`src/i2c_sensor_command_sequencer_defines.svh`:
```
// Assertion macros for the I2C sensor command sequencer.
// Expects clk and rst_n in the scope that uses them; no other dependencies.
`ifndef I2C_SENSOR_COMMAND_SEQUENCER_DEFINES_SVH
`define I2C_SENSOR_COMMAND_SEQUENCER_DEFINES_SVH

// Property must hold at every edge out of reset.
`define I2CSEQ_ASSERT(lbl, prop, msg) \
  lbl: assert property (@(posedge clk) disable iff (!rst_n) prop) else $error(msg);

// Condition must never be seen out of reset.
`define I2CSEQ_NEVER(lbl, cond, msg) \
  lbl: assert property (@(posedge clk) disable iff (!rst_n) !(cond)) else $error(msg);

`endif

```
`src/i2cseq_pkg.sv`:
```
// Shared types, codes and the step-program decode for the sequencer.
// No dependencies; imported by the front end, the executor and the top level.
package i2cseq_pkg;

  // Defaults for top-level parameters
  localparam int PENDING_DEPTH_DEF = 4;
  localparam int WAIT_WIDTH_DEF    = 16;
  // Depth of the event queue and of the result queue
  localparam int QUEUE_DEPTH       = 2;
  localparam int CFG_WAIT_W        = 16;
  localparam int CFG_DATA_W        = 16;
  localparam int CFG_INDEX_W       = 3;

  // Input action codes
  localparam logic [1:0] ACT_INIT = 2'd0;
  localparam logic [1:0] ACT_READ = 2'd1;
  localparam logic [1:0] ACT_BUS  = 2'd2;
  localparam logic [1:0] ACT_TICK = 2'd3;

  // Result kind codes
  localparam logic [1:0] KIND_XFER      = 2'd0;
  localparam logic [1:0] KIND_INIT_DONE = 2'd1;
  localparam logic [1:0] KIND_READ_DONE = 2'd2;
  localparam logic [1:0] KIND_ABORT     = 2'd3;

  // Program select
  localparam logic PROG_INIT = 1'b0;
  localparam logic PROG_READ = 1'b1;

  // Configuration register indexes
  localparam logic [CFG_INDEX_W-1:0] REG_DEV_ADDR = 3'd0;
  localparam logic [CFG_INDEX_W-1:0] REG_EN_SEL   = 3'd1;
  localparam logic [CFG_INDEX_W-1:0] REG_PWR_ON   = 3'd2;
  localparam logic [CFG_INDEX_W-1:0] REG_PWR_RUN  = 3'd3;
  localparam logic [CFG_INDEX_W-1:0] REG_LOW_SEL  = 3'd4;
  localparam logic [CFG_INDEX_W-1:0] REG_HIGH_SEL = 3'd5;
  localparam logic [CFG_INDEX_W-1:0] REG_PWR_WAIT = 3'd6;
  localparam logic [CFG_INDEX_W-1:0] REG_INT_WAIT = 3'd7;

  localparam logic [CFG_WAIT_W-1:0] PWR_WAIT_RST = 16'd4;
  localparam logic [CFG_WAIT_W-1:0] INT_WAIT_RST = 16'd701;

  typedef struct packed {
    logic [6:0]            dev_addr;
    logic [7:0]            en_sel;
    logic [7:0]            pwr_on;
    logic [7:0]            pwr_run;
    logic [7:0]            low_sel;
    logic [7:0]            high_sel;
    logic [CFG_WAIT_W-1:0] pwr_wait;
    logic [CFG_WAIT_W-1:0] int_wait;
  } cfg_t;

  typedef enum logic [1:0] {
    EV_START = 2'd0,
    EV_BUS   = 2'd1,
    EV_TICK  = 2'd2
  } ev_kind_t;

  typedef struct packed {
    ev_kind_t   kind;
    logic       prog;
    logic       err;
    logic [7:0] rbyte;
  } ev_t;

  typedef struct packed {
    logic [1:0]  kind;
    logic        rd;
    logic        start;
    logic        stop;
    logic [6:0]  addr;
    logic [7:0]  wbyte;
    logic [15:0] clear;
  } res_t;

  // Status from the executor, for checks at the top level
  typedef struct packed {
    logic fire;
    logic idle;
    logic start;
    logic emit;
  } stat_t;

  typedef enum logic [1:0] {
    RUN_NONE = 2'd0,
    RUN_XFER = 2'd1,
    RUN_WAIT = 2'd2,
    RUN_DONE = 2'd3
  } run_act_t;

  typedef enum logic [2:0] {
    SRC_NONE     = 3'd0,
    SRC_EN_SEL   = 3'd1,
    SRC_PWR_ON   = 3'd2,
    SRC_PWR_RUN  = 3'd3,
    SRC_LOW_SEL  = 3'd4,
    SRC_HIGH_SEL = 3'd5
  } src_t;

  typedef struct packed {
    run_act_t   act;
    logic [2:0] step;   // step the program rests on
    logic       rd;
    logic       start;
    logic       stop;
    src_t       src;
    logic       w_int;  // wait uses the integration time
  } run_t;

  // Resolve the steps from s onward up to the first one that issues a
  // transfer, starts a wait or ends the program. Skipped steps fold in here.
  function automatic run_t run_from(input logic prog, input logic [2:0] s,
                                    input logic pwr_zero, input logic int_zero);
    run_t r;
    r = '0;
    r.step = s;
    if (prog == PROG_INIT) begin
      case (s)
        3'd0, 3'd3: begin
          r.act = RUN_XFER; r.start = 1'b1; r.src = SRC_EN_SEL;
        end
        3'd1: begin
          r.act = RUN_XFER; r.stop = 1'b1; r.src = SRC_PWR_ON;
        end
        3'd2: begin
          if (pwr_zero) begin
            r.act = RUN_XFER; r.start = 1'b1; r.src = SRC_EN_SEL; r.step = 3'd3;
          end else begin
            r.act = RUN_WAIT;
          end
        end
        3'd4: begin
          r.act = RUN_XFER; r.stop = 1'b1; r.src = SRC_PWR_RUN;
        end
        3'd5: begin
          if (int_zero) begin
            r.act = RUN_DONE; r.step = 3'd6;
          end else begin
            r.act = RUN_WAIT; r.w_int = 1'b1;
          end
        end
        3'd6: begin
          r.act = RUN_DONE;
        end
        default: begin
          r.act = RUN_NONE;
        end
      endcase
    end else begin
      case (s)
        3'd0: begin
          r.act = RUN_XFER; r.start = 1'b1; r.src = SRC_LOW_SEL;
        end
        3'd1, 3'd4: begin
          r.act = RUN_XFER; r.rd = 1'b1; r.start = 1'b1; r.stop = 1'b1;
        end
        3'd2, 3'd3: begin
          r.act = RUN_XFER; r.start = 1'b1; r.src = SRC_HIGH_SEL; r.step = 3'd3;
        end
        default: begin
          r.act = RUN_DONE; r.step = 3'd7;
        end
      endcase
    end
    return r;
  endfunction

endpackage

```
`src/i2cseq_fifo.sv`:
```
// Small register FIFO, first-word fall-through, used for events and results.
// Depends on nothing but its parameters.
module i2cseq_fifo #(
  parameter int WIDTH = 8,
  parameter int DEPTH = 2
) (
  input  logic             clk,
  input  logic             rst_n,
  input  logic             push,
  input  logic [WIDTH-1:0] wdata,
  output logic             full,
  input  logic             pop,
  output logic [WIDTH-1:0] rdata,
  output logic             empty
);

  localparam int AW = (DEPTH > 1) ? $clog2(DEPTH) : 1;
  localparam int CW = $clog2(DEPTH + 1);

  logic [WIDTH-1:0] mem_r [DEPTH];
  logic [AW-1:0]    wptr_r, wptr_nxt;
  logic [AW-1:0]    rptr_r, rptr_nxt;
  logic [CW-1:0]    cnt_r, cnt_nxt;
  logic             push_ok, pop_ok;

  assign full    = (cnt_r == CW'(DEPTH));
  assign empty   = (cnt_r == '0);
  assign push_ok = push && !full;
  assign pop_ok  = pop && !empty;
  assign rdata   = mem_r[rptr_r];

  always_comb begin
    wptr_nxt = wptr_r;
    rptr_nxt = rptr_r;
    cnt_nxt  = cnt_r;
    if (push_ok) begin
      wptr_nxt = (wptr_r == AW'(DEPTH - 1)) ? '0 : wptr_r + AW'(1);
    end
    if (pop_ok) begin
      rptr_nxt = (rptr_r == AW'(DEPTH - 1)) ? '0 : rptr_r + AW'(1);
    end
    if (push_ok && !pop_ok) begin
      cnt_nxt = cnt_r + CW'(1);
    end else if (!push_ok && pop_ok) begin
      cnt_nxt = cnt_r - CW'(1);
    end
  end

  always_ff @(posedge clk) begin
    if (!rst_n) begin
      wptr_r <= '0;
      rptr_r <= '0;
      cnt_r  <= '0;
    end else begin
      wptr_r <= wptr_nxt;
      rptr_r <= rptr_nxt;
      cnt_r  <= cnt_nxt;
    end
  end

  always_ff @(posedge clk) begin
    if (push_ok) begin
      mem_r[wptr_r] <= wdata;
    end
  end

endmodule

```
`src/i2cseq_front.sv`:
```
// Front end: classifies input beats into events and queues them.
// Depends on i2cseq_pkg and i2cseq_fifo.
module i2cseq_front
  import i2cseq_pkg::*;
(
  input  logic       clk,
  input  logic       rst_n,
  input  logic       push,
  output logic       full,
  input  logic [1:0] in_action,
  input  logic       in_bus_error,
  input  logic [7:0] in_read_byte,
  output logic       ev_valid,
  output ev_t        ev,
  input  logic       ev_pop
);

  ev_t  ev_in;
  logic ev_empty;
  logic [$bits(ev_t)-1:0] ev_rdata;

  // Keep bus status only on bus completions; zero it otherwise.
  always_comb begin
    ev_in = '0;
    case (in_action)
      ACT_INIT: begin
        ev_in.kind = EV_START;
        ev_in.prog = PROG_INIT;
      end
      ACT_READ: begin
        ev_in.kind = EV_START;
        ev_in.prog = PROG_READ;
      end
      ACT_BUS: begin
        ev_in.kind  = EV_BUS;
        ev_in.err   = in_bus_error;
        ev_in.rbyte = in_read_byte;
      end
      default: begin
        ev_in.kind = EV_TICK;
      end
    endcase
  end

  i2cseq_fifo #(
    .WIDTH ($bits(ev_t)),
    .DEPTH (QUEUE_DEPTH)
  ) u_ev_q (
    .clk   (clk),
    .rst_n (rst_n),
    .push  (push),
    .wdata (ev_in),
    .full  (full),
    .pop   (ev_pop),
    .rdata (ev_rdata),
    .empty (ev_empty)
  );

  assign ev_valid = !ev_empty;
  assign ev       = ev_t'(ev_rdata);

endmodule

```
`src/i2cseq_exec.sv`:
```
// Back end: program sequencer, wait counter and pending start queue.
// Depends on i2cseq_pkg; takes events from the front, writes results out.
module i2cseq_exec
  import i2cseq_pkg::*;
#(
  parameter int PENDING_DEPTH = PENDING_DEPTH_DEF,
  parameter int WAIT_WIDTH    = WAIT_WIDTH_DEF
) (
  input  logic  clk,
  input  logic  rst_n,
  input  cfg_t  cfg,
  input  logic  ev_valid,
  input  ev_t   ev,
  output logic  ev_pop,
  input  logic  res_full,
  output logic  res_push,
  output res_t  res,
  output stat_t stat
);

  localparam int CW = $clog2(PENDING_DEPTH + 1);
  localparam int TW = (WAIT_WIDTH > CFG_WAIT_W) ? WAIT_WIDTH : CFG_WAIT_W;

  typedef enum logic [2:0] {
    PH_IDLE = 3'b001,
    PH_BUS  = 3'b010,
    PH_TIME = 3'b100
  } phase_t;

  phase_t                phase_r, phase_nxt;
  logic                  prog_r, prog_nxt;
  logic [2:0]            step_r, step_nxt;
  logic [WAIT_WIDTH-1:0] wait_r, wait_nxt, wait_dec;
  logic [7:0]            low_r, low_nxt;
  logic [7:0]            high_r, high_nxt;
  logic                  pend_r [PENDING_DEPTH];
  logic                  pend_nxt [PENDING_DEPTH];
  logic [CW-1:0]         pcnt_r, pcnt_nxt, widx;

  logic       fire, do_run, push_req, pop_req, push_ok, abort, pend_full;
  logic       run_prog;
  logic [2:0] run_step;
  run_t       run;

  function automatic logic [WAIT_WIDTH-1:0] sat_wait(input logic [CFG_WAIT_W-1:0] t);
    logic [TW-1:0] ext;
    ext = TW'(t);
    if (ext > TW'({WAIT_WIDTH{1'b1}})) begin
      return '1;
    end
    return ext[WAIT_WIDTH-1:0];
  endfunction

  // Take an event only when its result, if any, has a slot.
  assign fire      = ev_valid && !res_full;
  assign ev_pop    = fire;
  assign pend_full = (pcnt_r == CW'(PENDING_DEPTH));
  assign wait_dec  = (wait_r != '0) ? wait_r - WAIT_WIDTH'(1) : wait_r;

  // Event decode
  always_comb begin
    do_run   = 1'b0;
    push_req = 1'b0;
    pop_req  = 1'b0;
    abort    = 1'b0;
    run_prog = prog_r;
    run_step = step_r;
    low_nxt  = low_r;
    high_nxt = high_r;
    wait_nxt = wait_r;
    if (fire) begin
      case (phase_r)
        PH_IDLE: begin
          if (ev.kind == EV_START && pcnt_r == '0) begin
            do_run   = 1'b1;
            run_prog = ev.prog;
            run_step = 3'd0;
          end else if (pcnt_r != '0) begin
            // Queue the new start behind the others, serve the oldest.
            push_req = (ev.kind == EV_START);
            pop_req  = 1'b1;
            do_run   = 1'b1;
            run_prog = pend_r[0];
            run_step = 3'd0;
          end
        end
        PH_BUS: begin
          if (ev.kind == EV_START) begin
            push_req = 1'b1;
          end else if (ev.kind == EV_BUS) begin
            if (ev.err) begin
              abort = 1'b1;
            end else begin
              if (prog_r == PROG_READ && step_r == 3'd1) begin
                low_nxt = ev.rbyte;
              end
              if (prog_r == PROG_READ && step_r == 3'd4) begin
                high_nxt = ev.rbyte;
              end
              do_run   = 1'b1;
              run_step = step_r + 3'd1;
            end
          end
        end
        PH_TIME: begin
          if (ev.kind == EV_START) begin
            push_req = 1'b1;
          end else if (ev.kind == EV_TICK) begin
            if (wait_dec != '0) begin
              wait_nxt = wait_dec;
            end else begin
              wait_nxt = wait_dec;
              do_run   = 1'b1;
              run_step = step_r + 3'd1;
            end
          end
        end
        default: begin
        end
      endcase
    end
  end

  assign run = run_from(run_prog, run_step, cfg.pwr_wait == '0, cfg.int_wait == '0);

  // Program step outcome and result
  always_comb begin
    phase_nxt = phase_r;
    prog_nxt  = prog_r;
    step_nxt  = step_r;
    res_push  = 1'b0;
    res       = '0;
    if (phase_r != PH_IDLE && phase_r != PH_BUS && phase_r != PH_TIME) begin
      phase_nxt = PH_IDLE;
    end
    if (abort) begin
      phase_nxt = PH_IDLE;
      res_push  = 1'b1;
      res.kind  = KIND_ABORT;
    end else if (do_run) begin
      prog_nxt = run_prog;
      step_nxt = run.step;
      case (run.act)
        RUN_XFER: begin
          phase_nxt = PH_BUS;
          res_push  = 1'b1;
          res.kind  = KIND_XFER;
          res.rd    = run.rd;
          res.start = run.start;
          res.stop  = run.stop;
          res.addr  = cfg.dev_addr;
          case (run.src)
            SRC_EN_SEL:   res.wbyte = cfg.en_sel;
            SRC_PWR_ON:   res.wbyte = cfg.pwr_on;
            SRC_PWR_RUN:  res.wbyte = cfg.pwr_run;
            SRC_LOW_SEL:  res.wbyte = cfg.low_sel;
            SRC_HIGH_SEL: res.wbyte = cfg.high_sel;
            default:      res.wbyte = 8'd0;
          endcase
        end
        RUN_WAIT: begin
          phase_nxt = PH_TIME;
        end
        RUN_DONE: begin
          phase_nxt = PH_IDLE;
          res_push  = 1'b1;
          if (run_prog == PROG_READ) begin
            res.kind  = KIND_READ_DONE;
            res.clear = {high_nxt, low_nxt};
          end else begin
            res.kind  = KIND_INIT_DONE;
          end
        end
        default: begin
          phase_nxt = PH_IDLE;
        end
      endcase
    end
  end

  // Pending start queue: pop shifts toward entry zero, push lands at the tail.
  assign push_ok = push_req && !pend_full;
  assign widx    = pop_req ? pcnt_r - CW'(1) : pcnt_r;

  always_comb begin
    for (int i = 0; i < PENDING_DEPTH; i++) begin
      pend_nxt[i] = pend_r[i];
    end
    if (pop_req) begin
      for (int i = 0; i < PENDING_DEPTH - 1; i++) begin
        pend_nxt[i] = pend_r[i + 1];
      end
    end
    for (int i = 0; i < PENDING_DEPTH; i++) begin
      if (push_ok && widx == CW'(i)) begin
        pend_nxt[i] = ev.prog;
      end
    end
    pcnt_nxt = pcnt_r;
    if (push_ok && !pop_req) begin
      pcnt_nxt = pcnt_r + CW'(1);
    end else if (!push_ok && pop_req) begin
      pcnt_nxt = pcnt_r - CW'(1);
    end
  end

  always_ff @(posedge clk) begin
    if (!rst_n) begin
      phase_r <= PH_IDLE;
      prog_r  <= PROG_INIT;
      step_r  <= '0;
      wait_r  <= '0;
      low_r   <= '0;
      high_r  <= '0;
      pcnt_r  <= '0;
    end else begin
      phase_r <= phase_nxt;
      prog_r  <= prog_nxt;
      step_r  <= step_nxt;
      wait_r  <= (do_run && run.act == RUN_WAIT) ?
                 sat_wait(run.w_int ? cfg.int_wait : cfg.pwr_wait) : wait_nxt;
      low_r   <= low_nxt;
      high_r  <= high_nxt;
      pcnt_r  <= pcnt_nxt;
    end
  end

  always_ff @(posedge clk) begin
    for (int i = 0; i < PENDING_DEPTH; i++) begin
      pend_r[i] <= pend_nxt[i];
    end
  end

  assign stat.fire  = fire;
  assign stat.idle  = (phase_r == PH_IDLE);
  assign stat.start = (ev.kind == EV_START);
  assign stat.emit  = res_push;

endmodule

```
`src/i2c_sensor_command_sequencer.sv`:
```
// Top level of the I2C sensor command sequencer: configuration registers,
// front end, executor and result queue. Depends on i2cseq_pkg, i2cseq_fifo,
// i2cseq_front, i2cseq_exec and the assertion macro header.
//
//  Channel   Direction  Handshake          Beat contents
//  input     in         push / full        in_action, in_bus_error, in_read_byte
//  result    out        pop / empty        out_result_kind ... out_clear_value
//  config    in         cfg_we (no wait)   cfg_index, cfg_wdata
//
// One input beat is taken every cycle that full is low; the executor
// resolves one event per cycle while the result queue is not full, so
// the sustained rate is one beat a cycle while results are drained. A result
// reaches the out_ ports by way of the event queue, then the result queue.
// Reset (rst_n low at a clock edge) empties both queues, idles the
// sequencer and loads the register defaults; no clearing pass is needed.
// A full result queue holds events in the event queue, which then raises full.
`include "i2c_sensor_command_sequencer_defines.svh"

module i2c_sensor_command_sequencer
  import i2cseq_pkg::*;
#(
  parameter int PENDING_DEPTH = PENDING_DEPTH_DEF,
  parameter int WAIT_WIDTH    = WAIT_WIDTH_DEF
) (
  input  logic                   clk,
  input  logic                   rst_n,
  // input channel
  input  logic                   push,
  output logic                   full,
  input  logic [1:0]             in_action,
  input  logic                   in_bus_error,
  input  logic [7:0]             in_read_byte,
  // result channel
  output logic                   empty,
  input  logic                   pop,
  output logic [1:0]             out_result_kind,
  output logic                   out_bus_read,
  output logic                   out_bus_start,
  output logic                   out_bus_stop,
  output logic [6:0]             out_bus_address,
  output logic [7:0]             out_bus_write_byte,
  output logic [15:0]            out_clear_value,
  // configuration
  input  logic                   cfg_we,
  input  logic [CFG_INDEX_W-1:0] cfg_index,
  input  logic [CFG_DATA_W-1:0]  cfg_wdata
);

  cfg_t  cfg_r, cfg_nxt;
  logic  ev_valid, ev_pop;
  ev_t   ev;
  logic  res_push, res_full;
  res_t  res, res_q;
  stat_t stat;
  logic [$bits(res_t)-1:0] res_rdata;
  logic  idle_start, bus_fields_zero, stray_bus_fields, stray_clear;

  // Configuration writes: truncate the data to each register's width.
  always_comb begin
    cfg_nxt = cfg_r;
    if (cfg_we) begin
      case (cfg_index)
        REG_DEV_ADDR: cfg_nxt.dev_addr = cfg_wdata[6:0];
        REG_EN_SEL:   cfg_nxt.en_sel   = cfg_wdata[7:0];
        REG_PWR_ON:   cfg_nxt.pwr_on   = cfg_wdata[7:0];
        REG_PWR_RUN:  cfg_nxt.pwr_run  = cfg_wdata[7:0];
        REG_LOW_SEL:  cfg_nxt.low_sel  = cfg_wdata[7:0];
        REG_HIGH_SEL: cfg_nxt.high_sel = cfg_wdata[7:0];
        REG_PWR_WAIT: cfg_nxt.pwr_wait = cfg_wdata[CFG_WAIT_W-1:0];
        REG_INT_WAIT: cfg_nxt.int_wait = cfg_wdata[CFG_WAIT_W-1:0];
        default: begin
        end
      endcase
    end
  end

  always_ff @(posedge clk) begin
    if (!rst_n) begin
      cfg_r <= '{7'd0, 8'd0, 8'd0, 8'd0, 8'd0, 8'd0, PWR_WAIT_RST, INT_WAIT_RST};
    end else begin
      cfg_r <= cfg_nxt;
    end
  end

  // Front: classify and queue input beats.
  i2cseq_front u_front (
    .clk          (clk),
    .rst_n        (rst_n),
    .push         (push),
    .full         (full),
    .in_action    (in_action),
    .in_bus_error (in_bus_error),
    .in_read_byte (in_read_byte),
    .ev_valid     (ev_valid),
    .ev           (ev),
    .ev_pop       (ev_pop)
  );

  // Back: run the step programs, one event per cycle while the result queue has room.
  i2cseq_exec #(
    .PENDING_DEPTH (PENDING_DEPTH),
    .WAIT_WIDTH    (WAIT_WIDTH)
  ) u_exec (
    .clk      (clk),
    .rst_n    (rst_n),
    .cfg      (cfg_r),
    .ev_valid (ev_valid),
    .ev       (ev),
    .ev_pop   (ev_pop),
    .res_full (res_full),
    .res_push (res_push),
    .res      (res),
    .stat     (stat)
  );

  // Result queue: lets the executor keep going while the consumer stalls.
  i2cseq_fifo #(
    .WIDTH ($bits(res_t)),
    .DEPTH (QUEUE_DEPTH)
  ) u_res_q (
    .clk   (clk),
    .rst_n (rst_n),
    .push  (res_push),
    .wdata (res),
    .full  (res_full),
    .pop   (pop),
    .rdata (res_rdata),
    .empty (empty)
  );

  assign res_q              = res_t'(res_rdata);
  assign out_result_kind    = res_q.kind;
  assign out_bus_read       = res_q.rd;
  assign out_bus_start      = res_q.start;
  assign out_bus_stop       = res_q.stop;
  assign out_bus_address    = res_q.addr;
  assign out_bus_write_byte = res_q.wbyte;
  assign out_clear_value    = res_q.clear;

  // Terms for the checks below
  assign idle_start       = stat.fire && stat.idle && stat.start;
  assign bus_fields_zero  = (out_bus_address == 7'd0) && (out_bus_write_byte == 8'd0) &&
                            !out_bus_start && !out_bus_stop && !out_bus_read;
  assign stray_bus_fields = !empty && (out_result_kind != KIND_XFER) && !bus_fields_zero;
  assign stray_clear      = !empty && (out_result_kind != KIND_READ_DONE) &&
                            (out_clear_value != 16'd0);

  // A start taken while idle always issues a first transfer: of the oldest queued start, else its own.
  `I2CSEQ_ASSERT(a_idle_start_emits, idle_start |-> stat.emit, "idle start gave no result")
  // Only transfers carry bus fields.
  `I2CSEQ_NEVER(a_nonxfer_clean, stray_bus_fields, "bus fields set on a non-transfer result")
  // The joined reading appears on read done only.
  `I2CSEQ_NEVER(a_clear_only_done, stray_clear, "reading set outside read done")
  // The executor never retires an event into a full result queue.
  `I2CSEQ_NEVER(a_fire_into_full, stat.fire && res_full, "event taken while result queue full")

endmodule
```
`config.mk`:
```
export PLATFORM = sky130hd
export DESIGN_NAME = i2c_sensor_command_sequencer
export DESIGN_NICKNAME = d
export VERILOG_FILES = /design/src/i2cseq_pkg.sv /design/src/i2cseq_fifo.sv /design/src/i2cseq_front.sv /design/src/i2cseq_exec.sv /design/src/i2c_sensor_command_sequencer.sv
export VERILOG_INCLUDE_DIRS = /design/src /design/src/src
export SDC_FILE = /design/constraint.sdc
export NUM_CORES = 1
export LEC_CHECK = 0
export ABC_AREA = 1
export BUFFER_PORTS_ARGS = -buffer_cell sky130_fd_sc_hd__buf_2
export CAP_MARGIN = 5
export CORE_MARGIN = 1.5
export CORE_UTILIZATION = 40
export DETAILED_ROUTE_END_ITERATION = 7
export SLEW_MARGIN = 20
export SYNTH_ARGS = -nofsm -noshare
export SYNTH_HDL_FRONTEND = slang
export SYNTH_SLANG_ARGS = --single-unit
```
`constraint.sdc`:
```
create_clock -name clk -period 5.3 [get_ports clk]
set_input_delay 1.06 -clock clk [delete_from_list [all_inputs] [get_ports clk]]
set_output_delay 1.06 -clock clk [all_outputs]
set_load 0.03 [all_outputs]
```
# == After elaboration in Yosys (flattened, before gate mapping) ==
# Memory sizes are Yosys's and may differ from the RTL's. A register that Yosys moved wholly into a read port is not among the register bits.
# Index checks and enable logic that the tools add are counted.
# totals
ff_bits,129
mem_bits_rw,100
output_inout_bits,38
n_memories,3
# classes
addsub,12
n_lt_le_gt_ge,1
eq_ne,40
muxes,123
n_bitwise,2
n_reduce_logical,73
# mem_list
name,depth,word_bits,read_ports,rd_ports_with_merged_regs,write_ports,line,rtl
u_res_q.mem_r,2,36,1,1,1,i2cseq_fifo.sv:20,logic [WIDTH-1:0] mem_r [DEPTH];
u_front.u_ev_q.mem_r,2,12,1,1,1,i2cseq_fifo.sv:20,
u_exec.pend_r,4,1,4,0,4,i2cseq_exec.sv:36,logic pend_r [PENDING_DEPTH];
# op_table
op,count
$mux 16,11
$mux 8,12
$mux 1,56
$mux 3,17
$pmux 8 s5,1
$eq 3x3->1 const B,12
$mux 36,1
$mux 34,1
$logic_not 16->1,2
$reduce_bool 16->1,2
$eq 3x2->1 const B,9
$pmux 3 s2,4
$logic_and 1x1->1,22
$eq 3x1->1 const B,6
$mux 18,1
$mux 2,9
$reduce_and 2->1,9
$gt 16x16->1 const B,1
$sub 16x1->16 const B,1
$reduce_bool 2->1,7
$reduce_or 2->1,7
$eq 2x2->1 const B,6
$logic_not 3->1,4
$pmux 3 s4,1
25 further kinds,49

# == Depth between registers and ports, before layout ==
# Gate-level depths: netlist (run 1).
# depth
ltp_word,22
mapped_depth,34
ltp_nobuf,33

# == Modules after synthesis ==
# A second synthesis (run 1) with hierarchy kept.
# unflattened
hier_cells,1410
area_unflattened_um2,11566.1
# by_module_without_submodules
module,n_inst,cells_each,area_per_inst_um2,seq_area_each_um2
i2cseq_exec,1,710,4241.6,960.9
i2c_sensor_command_sequencer,1,450,3111.7,1581.5
i2cseq_fifo at u_res_q,1,150,2996.6,2262.2
i2cseq_fifo at u_front.u_ev_q,1,75,1114.8,820.8
i2cseq_front,1,25,101.3,0.0

# == Worst setup path before layout (run 1) ==
# No wires, ideal clock.
# synth_path
path_type,register to register
start,register u_exec.wait_r[0]
end,memory u_res_q.mem_r[0][0] in the netlist's numbering (enable)
arrival_time_ns,4.057
required_time_ns,4.859
path_slack_ns,0.802
stages_incl_launch_ff,23
cell_sequence,dfxtp_1 inv_1 ha_1 nand2_4 nor2_4 nand2_1 nand2_1 nand2_1 o21ai_1 nand2_1 nor2_2 nand3_1 nand2_1 nand2_1 nand2_1 nand2_8 nor2_8 nand2_2 inv_2 nand2_1 nand3_2 nand2_2 a21oi_1
# synth_via
elab_chain_len,20
elab_cells_between_ends,35
# synth_rtl
element,line,rtl
start: declaration,i2cseq_exec.sv:33,"logic [WAIT_WIDTH-1:0] wait_r, wait_nxt, wait_dec;"
start signal: assignment,i2cseq_exec.sv:220,wait_r <= (do_run && run.act == RUN_WAIT) ?
$sub 16x1->16 / $reduce_bool 16->1 (equally long branches),i2cseq_exec.sv:58,assign wait_dec = (wait_r != '0) ? wait_r - WAIT_WIDTH'(1) : wait_r;
$mux 16 (*),i2cseq_exec.sv:58,
$reduce_bool 16->1 (*),i2cseq_exec.sv:109,if (wait_dec != '0) begin
$mux 3,i2cseq_exec.sv:109,
$mux 3,i2cseq_exec.sv:108,end else if (ev.kind == EV_TICK) begin
$mux 3,i2cseq_exec.sv:106,if (ev.kind == EV_START) begin
$pmux 3 s3,i2cseq_exec.sv:72,case (phase_r)
$mux 3,i2cseq_exec.sv:71,if (fire) begin
[4 not listed],n/a,
$eq 2x2->1 / $eq 2x1->1 (equally long branches),i2cseq_exec.sv:143,case (run.act)
$reduce_or 2->1 (no source line),n/a,
$mux 1,i2cseq_exec.sv:143,
$mux 1 (*),i2cseq_exec.sv:140,end else if (do_run) begin
$mux 1 (*),i2cseq_exec.sv:136,if (abort) begin
$logic_and 1x1->1 (*),i2cseq_fifo.sv:28,assign push_ok = push && !full;
$mux 1 (*),i2cseq_fifo.sv:62,if (push_ok) begin
$mux 1 (not written as such) (*),i2cseq_fifo.sv:63,mem_r[wptr_r] <= wdata;
end: declaration,i2cseq_fifo.sv:20,
# Mark *: on every way between the ends. The rest lies on a longest branch, timed or not.

# == Final worst setup path (run 1) ==
# layout_path
start,register u_exec.wait_r[0]
end,register u_exec.wait_r[3]
# layout_via
elab_chain_len,17
elab_cells_between_ends,45
# layout_rtl
element,line,rtl
$sub 16x1->16 / $reduce_bool 16->1 (equally long branches),i2cseq_exec.sv:58,
$mux 16 (*),i2cseq_exec.sv:58,
$reduce_bool 16->1,i2cseq_exec.sv:109,
$mux 3,i2cseq_exec.sv:109,
$mux 3,i2cseq_exec.sv:108,
$mux 3,i2cseq_exec.sv:106,
$pmux 3 s3,i2cseq_exec.sv:72,
$mux 3,i2cseq_exec.sv:71,
$eq 3x3->1,i2cseq_pkg.sv:119,case (s)
$mux 1,i2cseq_pkg.sv:119,
$mux 1,i2cseq_pkg.sv:118,if (prog == PROG_INIT) begin
$mux 16,i2cseq_exec.sv:221,sat_wait(run.w_int ? cfg.int_wait : cfg.pwr_wait) : wait_nxt;
$gt 16x16->1,i2cseq_exec.sv:48,if (ext > TW'({WAIT_WIDTH{1'b1}})) begin
$mux 1,i2cseq_exec.sv:48,
$mux 1,i2cseq_exec.sv:208,if (!rst_n) begin
$mux 16,i2cseq_exec.sv:51,return ext[WAIT_WIDTH-1:0];
$mux 16,i2cseq_exec.sv:220,
# Mark *: on every way between the ends. The rest lies on a longest branch, timed or not. The select of a mux whose other input is x is not followed.
# A chain may end at the register's enable or synchronous reset.

==> flow_summary.yaml, run 1 <==
run_status:
  status: "finished clean"
drt:
  vias_per_cell: 5.089
  dr.pass1.iters: 5
  ant_nets: 0
  drcViolationCount: 0
  drtIter0Drc: 696
  wl_um: 25430
  wire_per_inst_um: 15.15
  vias: 8545
timing:
  fin_ws_ns: 0.8700
  setup_viol: 0
  worstMarginPinSlew_ns: 0.9322
  fmax_mhz: 225.7
  max_slew_margin_pct: 37.86
  skew_ns: 0.02145
  finalHoldViolCount: 0
  period_minus_slack_ns: 4.430
  setup_tns_ns: 0
  slew_violations: 0
  fin_hold_ws_ns: 0.4522
  grt_setup_unrepaired: "false"
  period_share_pct: 83.58
worst_setup_path:
  cp_max_fo: 33
  rrSetupSlack_ns: 0.87
  path_class: "reg -> reg"
  max_stage_delay_ns: 0.40
  crit_top_cell: "nand2_4"
  endpoint: "u_exec.wait_r[3]"
  r2r_cells: 28
  crit_start: "u_exec.wait_r[0]"
  cp.arrival_ns: 4.83
  r2r_end: "u_exec.wait_r[3]"
  endpoint_kind: "register"
  slowest_stage: "inv_2"
  cp.required_ns: 5.70
  cp-start-kind: "register"
  r2r_start: "u_exec.wait_r[0]"
die:
  fp.coreArea_um2: 26880
  die_x_um: 168.4
  start_util_pct: 40.72
  die_area_um2: 28360
  fp-row-count: 60
  io_pins: 73
  dieHeight_um: 168.4
global_route:
  antenna_found_initial: 0
  grt_pass1_wl_um: 41740
  track_usage_pct: 18.10
  first_global_vias: 8025
  grt.overflow.total: 0
  grt_max_degree: 105
clocking:
  cts_tree: "yes"
  path_clk_slew_ns: 0.06
  clockRootBuffer: "clkbuf_16"
  postCtsResizedCells: 0
  numCtsBuffers: 25
  clockBufferDepth: 3
  cts_num_sinks: 231
  h-tree-depth: 1
  ctsHoldBuffers: 0
  cts_setup_buffers: 0
  clk-insertion-delay-late_ns: 0.52
synthesis:
  synth_top_area_cell: "edfxtp_1"
  async_reset_ff_share_pct: 0
  syn_area_per_cell_um2: 8.714
  yosys_warnings: 0
  synth.top_cell.area_share_pct: 27.44
  yosysSeqAreaShare_pct: 51.40
  synth_top_cells_by_area: "edfxtp_1, dfxtp_1, nor2_1"
  synth_nets: 1305
  synth_area_um2: 10940
  netlist_instances: 1256
  synth_seq_cells: 231
  synth_cell_type_count: 49
  synth_edf_count: 100
  ys.flop_type: "dfxtp_1"
final_layout:
  antenna_cells: 0
  drive_gt1_share_pct: 16.44
  area_delta_synth_final_pct: 12.91
  fillers: 2671
  final_nets: 1368
  stdcell_count: 1679
pwr:
  power.total_w: 0.006083
  p_int_w: 0.003741
  switchingPower_w: 0.002343
  p_leak_nw: 5.239
  powerDensity_nw_per_um2: 492.3
  max-vdd-ir-drop_uv: 295.3
  clkPwrFrac_pct: 26.1
  comb_power_share_pct: 36.8
  seqPwrFrac_pct: 37.1
  switching_share_pct: 38.51
placement:
  dpl.hpwl_um: 17670
  dp_slack_ns: 0.8757
  dp.cells: 1633
  port_buffers: 72
  place.gp.congestion: 0.8639
run:
  max-cap-violations: 0
worst_hold_path:
  min_path_type: "reg -> reg"
## registers in the layout, indices dropped and copies added (netlist names), 3 cells and up, named ones only
register	count
u_front.u_ev_q.mem_r	24
u_exec.low_r	8
u_exec.high_r	8
u_exec.pcnt_r	3
u_exec.phase_r	3
u_exec.wait_r	16
u_exec.pend_r	4
u_res_q.mem_r	72
cfg_r	79
## cells in the mapped netlist, types with 2 or more instances
cell and instances:
a21oi_1 68, a21oi_2 3, a31oi_1 15, buf_1 6, buf_6 4, clkbuf_1 31, clkinv_1 5, dfxtp_1 131
edfxtp_1 100, ha_1 14, inv_1 113, inv_2 8, inv_4 3, mux2_2 44, mux2i_1 16, nand2_1 150
nand2_2 10, nand2_4 10, nand3_1 41, nand3_4 2, nand3b_1 3, nand4_1 23, nor2_1 249, nor2_2 9
nor2_4 5, nor2_8 3, nor3_1 9, nor4_1 8, o21ai_0 126, o21ai_1 19, o21ai_2 2, o21bai_1 3
xnor2_1 4, xor2_1 4
## layout make-up
type	count	area (µm²)	area share (%)
flip-flops and latches	231	5625	45.52
well taps	341	426.7	3.453
repair buffers	79	412.9	3.341
multi-input cells	852	4649	37.63
clock inverters	9	71.32	0.5772
clock buffers	37	670.6	5.427
inverters	130	500.5	4.050
## metrics by stage
stage	area, µm²	util, %
2_1_floorplan	10940	-
3_3_place_gp	11610	43.20
3_5_place_dp	11610	43.20
4_1_cts	12350	45.96
5_1_grt	12360	45.98
6_report	12360	45.98
## power groups by stage
stage               sequential (W)  combinational (W)  clock (W)
floorplan                  0.00226            0.00173          0
global placement           0.00229            0.00224          0
detailed placement         0.00229            0.00226          0
CTS                        0.00226            0.00226    0.00163
global route               0.00228            0.00247    0.00170
finish                     0.00226            0.00224    0.00159
## cell families after synthesis
logic type	share of synthesized area, %
AO/OA/AOI/OAI	11.92
XOR/XNOR	0.6402
multiplexers	5.991
AND/OR/NAND/NOR	22.08
flip-flops	51.40
adder cells (fa/ha/maj)	1.601
buffers and inverters	6.368
## worst min-delay path by stage
stage,start,to,slack (ns),cells after the start
finish,cfg_r[70],cfg_r[70],0.45,2
CTS,u_front.u_ev_q.rptr_r,register,0.46,1
global placement,u_front.u_ev_q.rptr_r,u_front.u_ev_q.rptr_r,0.44,1
floorplan,u_front.u_ev_q.rptr_r,register,0.43,1
detailed placement,u_front.u_ev_q.rptr_r,register,0.45,1
global route,cfg_r[70],cfg_r[70],0.48,2
## critical path, delay by kind of cell (launching register included)
family / cells / cell delay [ns]
fa+ha+maj: 2 / 0.39
compound gates: 3 / 0.48
flops: 1 / 0.32
simple gates: 16 / 2.04
buf+inv: 7 / 1.05
## metal layers
layer,up-vias,part of all wire [%],wire (µm),global-route usage (%)
met3,42,4.4,1121,2.374
met1,3949,49,12390,26.22
met4,0,2.0,520,4.076
met2,192,45,11400,28.78
li1,4362,-,-,-
met5,-,0,0,0
## cell usage in the layout (no fill, tap or decap), types with 9 or more instances in the layout
cell type    n
inv_1      113
mux2i_1     16
clkbuf_1    12
buf_2       72
nand2_2     10
ha_1        14
o21ai_1     19
nand4_1     23
nand3_1     41
nand2_4     10
a21oi_1     67
dfxtp_1    131
o21ai_0    126
edfxtp_1   100
nand2_1    150
nor3_1       9
nor2_1     247
clkinv_1     9
clkbuf_16   25
nor2_2      11
a31oi_1     15
mux2_2      44
Power figures use the tool's default switching activity.
==> run 2, diff against run 1 <==
==> constraint.sdc (replaced) <==
create_clock -name clk -period 3.7 [get_ports clk]
set_input_delay 0.74 -clock clk [delete_from_list [all_inputs] [get_ports clk]]
set_output_delay 0.74 -clock clk [all_outputs]
set_load 0.03 [all_outputs]
==> flow_summary.yaml, run 2 (synthesis gave the netlist of run 1 again) <==
worst_setup_path:
  path_class: "reg -> reg"
  cp.required_ns: 4.11
  max_stage_delay_ns: 0.35
  slowest_stage: "dfxtp_1"
  cp_max_fo: 16
  crit_top_cell: "nand2_1"
  endpoint_kind: "register"
  cp.arrival_ns: 3.98
  cp-start-kind: "register"
timing:
  worstMarginPinSlew_ns: 0.8836
  setup_tns_ns: 0
  fmax_mhz: 280.2
  grt_setup_unrepaired: "true"
  skew_ns: 0.01169
  max_slew_margin_pct: 41.03
  slew_violations: 0
  period_share_pct: 96.45
  setup_viol: 0
  finalHoldViolCount: 0
  period_minus_slack_ns: 3.569
final_layout:
  stdcell_count: 1728
  top_regs: "cfg_r (79), u_res_q.mem_r (72), u_front.u_ev_q.mem_r (24)"
  top_register: "cfg_r"
  drive_gt1_share_pct: 22.35
  largest_reg_flops: 79
  stdcell_area_um2: 13170
  final_common_cell: "nor2_1"
  antenna_cells: 0
  area_delta_synth_final_pct: 20.36
  final_cell_mix: "nor2_1, nand2_1, dfxtp_1, o21ai_0, inv_1"
  fillers: 2571
  final_nets: 1416
die:
  start_util_pct: 40.72
  fp-row-count: 60
  die_area_um2: 28360
  fp.coreArea_um2: 26880
  die_x_um: 168.4
  io_pins: 73
  dieHeight_um: 168.4
pwr:
  max-vdd-ir-drop_uv: 461.6
  power.total_w: 0.009470
  p_leak_nw: 5.648
  p_int_w: 0.005921
  seqPwrFrac_pct: 33.9
  switching_share_pct: 37.48
  comb_power_share_pct: 37.7
  clkPwrFrac_pct: 28.4
  powerDensity_nw_per_um2: 718.9
  switchingPower_w: 0.003549
clocking:
  numCtsBuffers: 26
  clockRootBuffer: "clkbuf_16"
  clk-insertion-delay-late_ns: 0.53
  clockBufferDepth: 3
  cts_tree: "yes"
  ctsHoldBuffers: 0
  path_clk_slew_ns: 0.06
  cts_num_sinks: 231
  h-tree-depth: 1
drt:
  ant_nets: 0
  wire_per_inst_um: 15.67
  drcViolationCount: 0
  drtIter0Drc: 534
  wl_um: 27070
  vias: 8735
  dr.pass1.iters: 5
  vias_per_cell: 5.055
global_route:
  grt.overflow.total: 0
  antenna_found_initial: 0
  grt_pass1_wl_um: 42680
  grt_max_degree: 75
  first_global_vias: 8183
  track_usage_pct: 18.59
placement:
  port_buffers: 72
  placed_area_um2: 11910
  dpl.hpwl_um: 18360
  dp.cells: 1664
  place.gp.congestion: 0.8604
run_status:
  status: "finished clean"
run:
  max-cap-violations: 0
worst_hold_path:
  min_path_type: "reg -> reg"
-- run 2: cell count changes in the layout (fill, tap and decap cells not counted), moves of 4 or more --
cell,change
a31oi_1,-7
a31oi_2,+7
buf_12,+7
buf_4,+37
clkbuf_1,-9
clkbuf_16,+5
nand2_1,-6
nand2_4,+4
nor2_1,-6
nor2_4,+6
o21ai_0,-12
o21ai_1,+9
-- run 2: power groups by stage --
stage	Combinational, W	Sequential [W]	Clock (W)
final	0.00357	0.00321	0.00269
after global routing	0.00390	0.00325	0.00284
after CTS	0.00347	0.00321	0.00274
after detailed placement	0.00344	0.00327	0
after global placement	0.00343	0.00326	0
after floorplan	0.00248	0.00323	0
-- run 2: worst max-delay path: cells and delay by family (launching register included) --
| kind | cells | cell delay, ns |
|---|---|---|
| AO/OA/AOI/OAI | 3 | 0.42 |
| buffers and inverters | 6 | 0.57 |
| AND/OR/NAND/NOR | 20 | 1.91 |
| adder cells (fa/ha/maj) | 1 | 0.19 |
| flip-flops | 1 | 0.35 |
-- run 2: timing repair --
item                                    CTS  global route
gates resized for setup                   1            61
pin swaps                                 0            14
buffers inserted                          0            13
endpoints found under the setup margin    2            81
gates cloned                              0             3
-- run 2: layout make-up --
cell class | instances | area [µm²] | share of cell area (%)
Timing Repair Buffer | 125 | 880.8 | 6.687
Inverter | 130 | 505.5 | 3.837
Clock inverter | 14 | 153.9 | 1.168
Tap cell | 341 | 426.7 | 3.239
Sequential cell | 231 | 5629 | 42.73
Multi-Input combinational cell | 853 | 4823 | 36.62
Clock buffer | 34 | 753.2 | 5.718
-- run 2: path summary, 6_finish.rpt --
| kind | startpoint | end | slack, ns | cells after the start |
|---|---|---|---|---|
| worst max-delay path | u_exec.wait_r[7] | u_exec.wait_r[6] | 0.13 | 30 |
| worst min register to register | cfg_r[70] | cfg_r[70] | 0.45 | 2 |
| worst min-delay path | cfg_r[70] | cfg_r[70] | 0.45 | 2 |
| worst max register to register | u_exec.wait_r[7] | u_exec.wait_r[6] | 0.13 | 30 |
-- run 2: per-layer routing --
metal / track usage [%] / share of wire (%) / vias up
met1: 25.81 / 47 / 4053
met3: 2.750 / 4.5 / 45
met4: 4.348 / 2.0 / 0
li1: - / - / 4442
met5: 0 / 0 / -
met2: 30.58 / 46 / 195
-- run 2: through the flow --
stage          hold slack [ns]  util [%]  worst slack, ns
6_report                0.4506     49.01           0.1312
5_1_grt                 0.4625     49.01         -0.09423
4_1_cts                 0.4336     47.69          0.03263
3_5_place_dp            0.4368     44.30          0.01771
3_3_place_gp            0.4355     44.30           0.1191
2_1_floorplan           0.4258         -         -0.08867
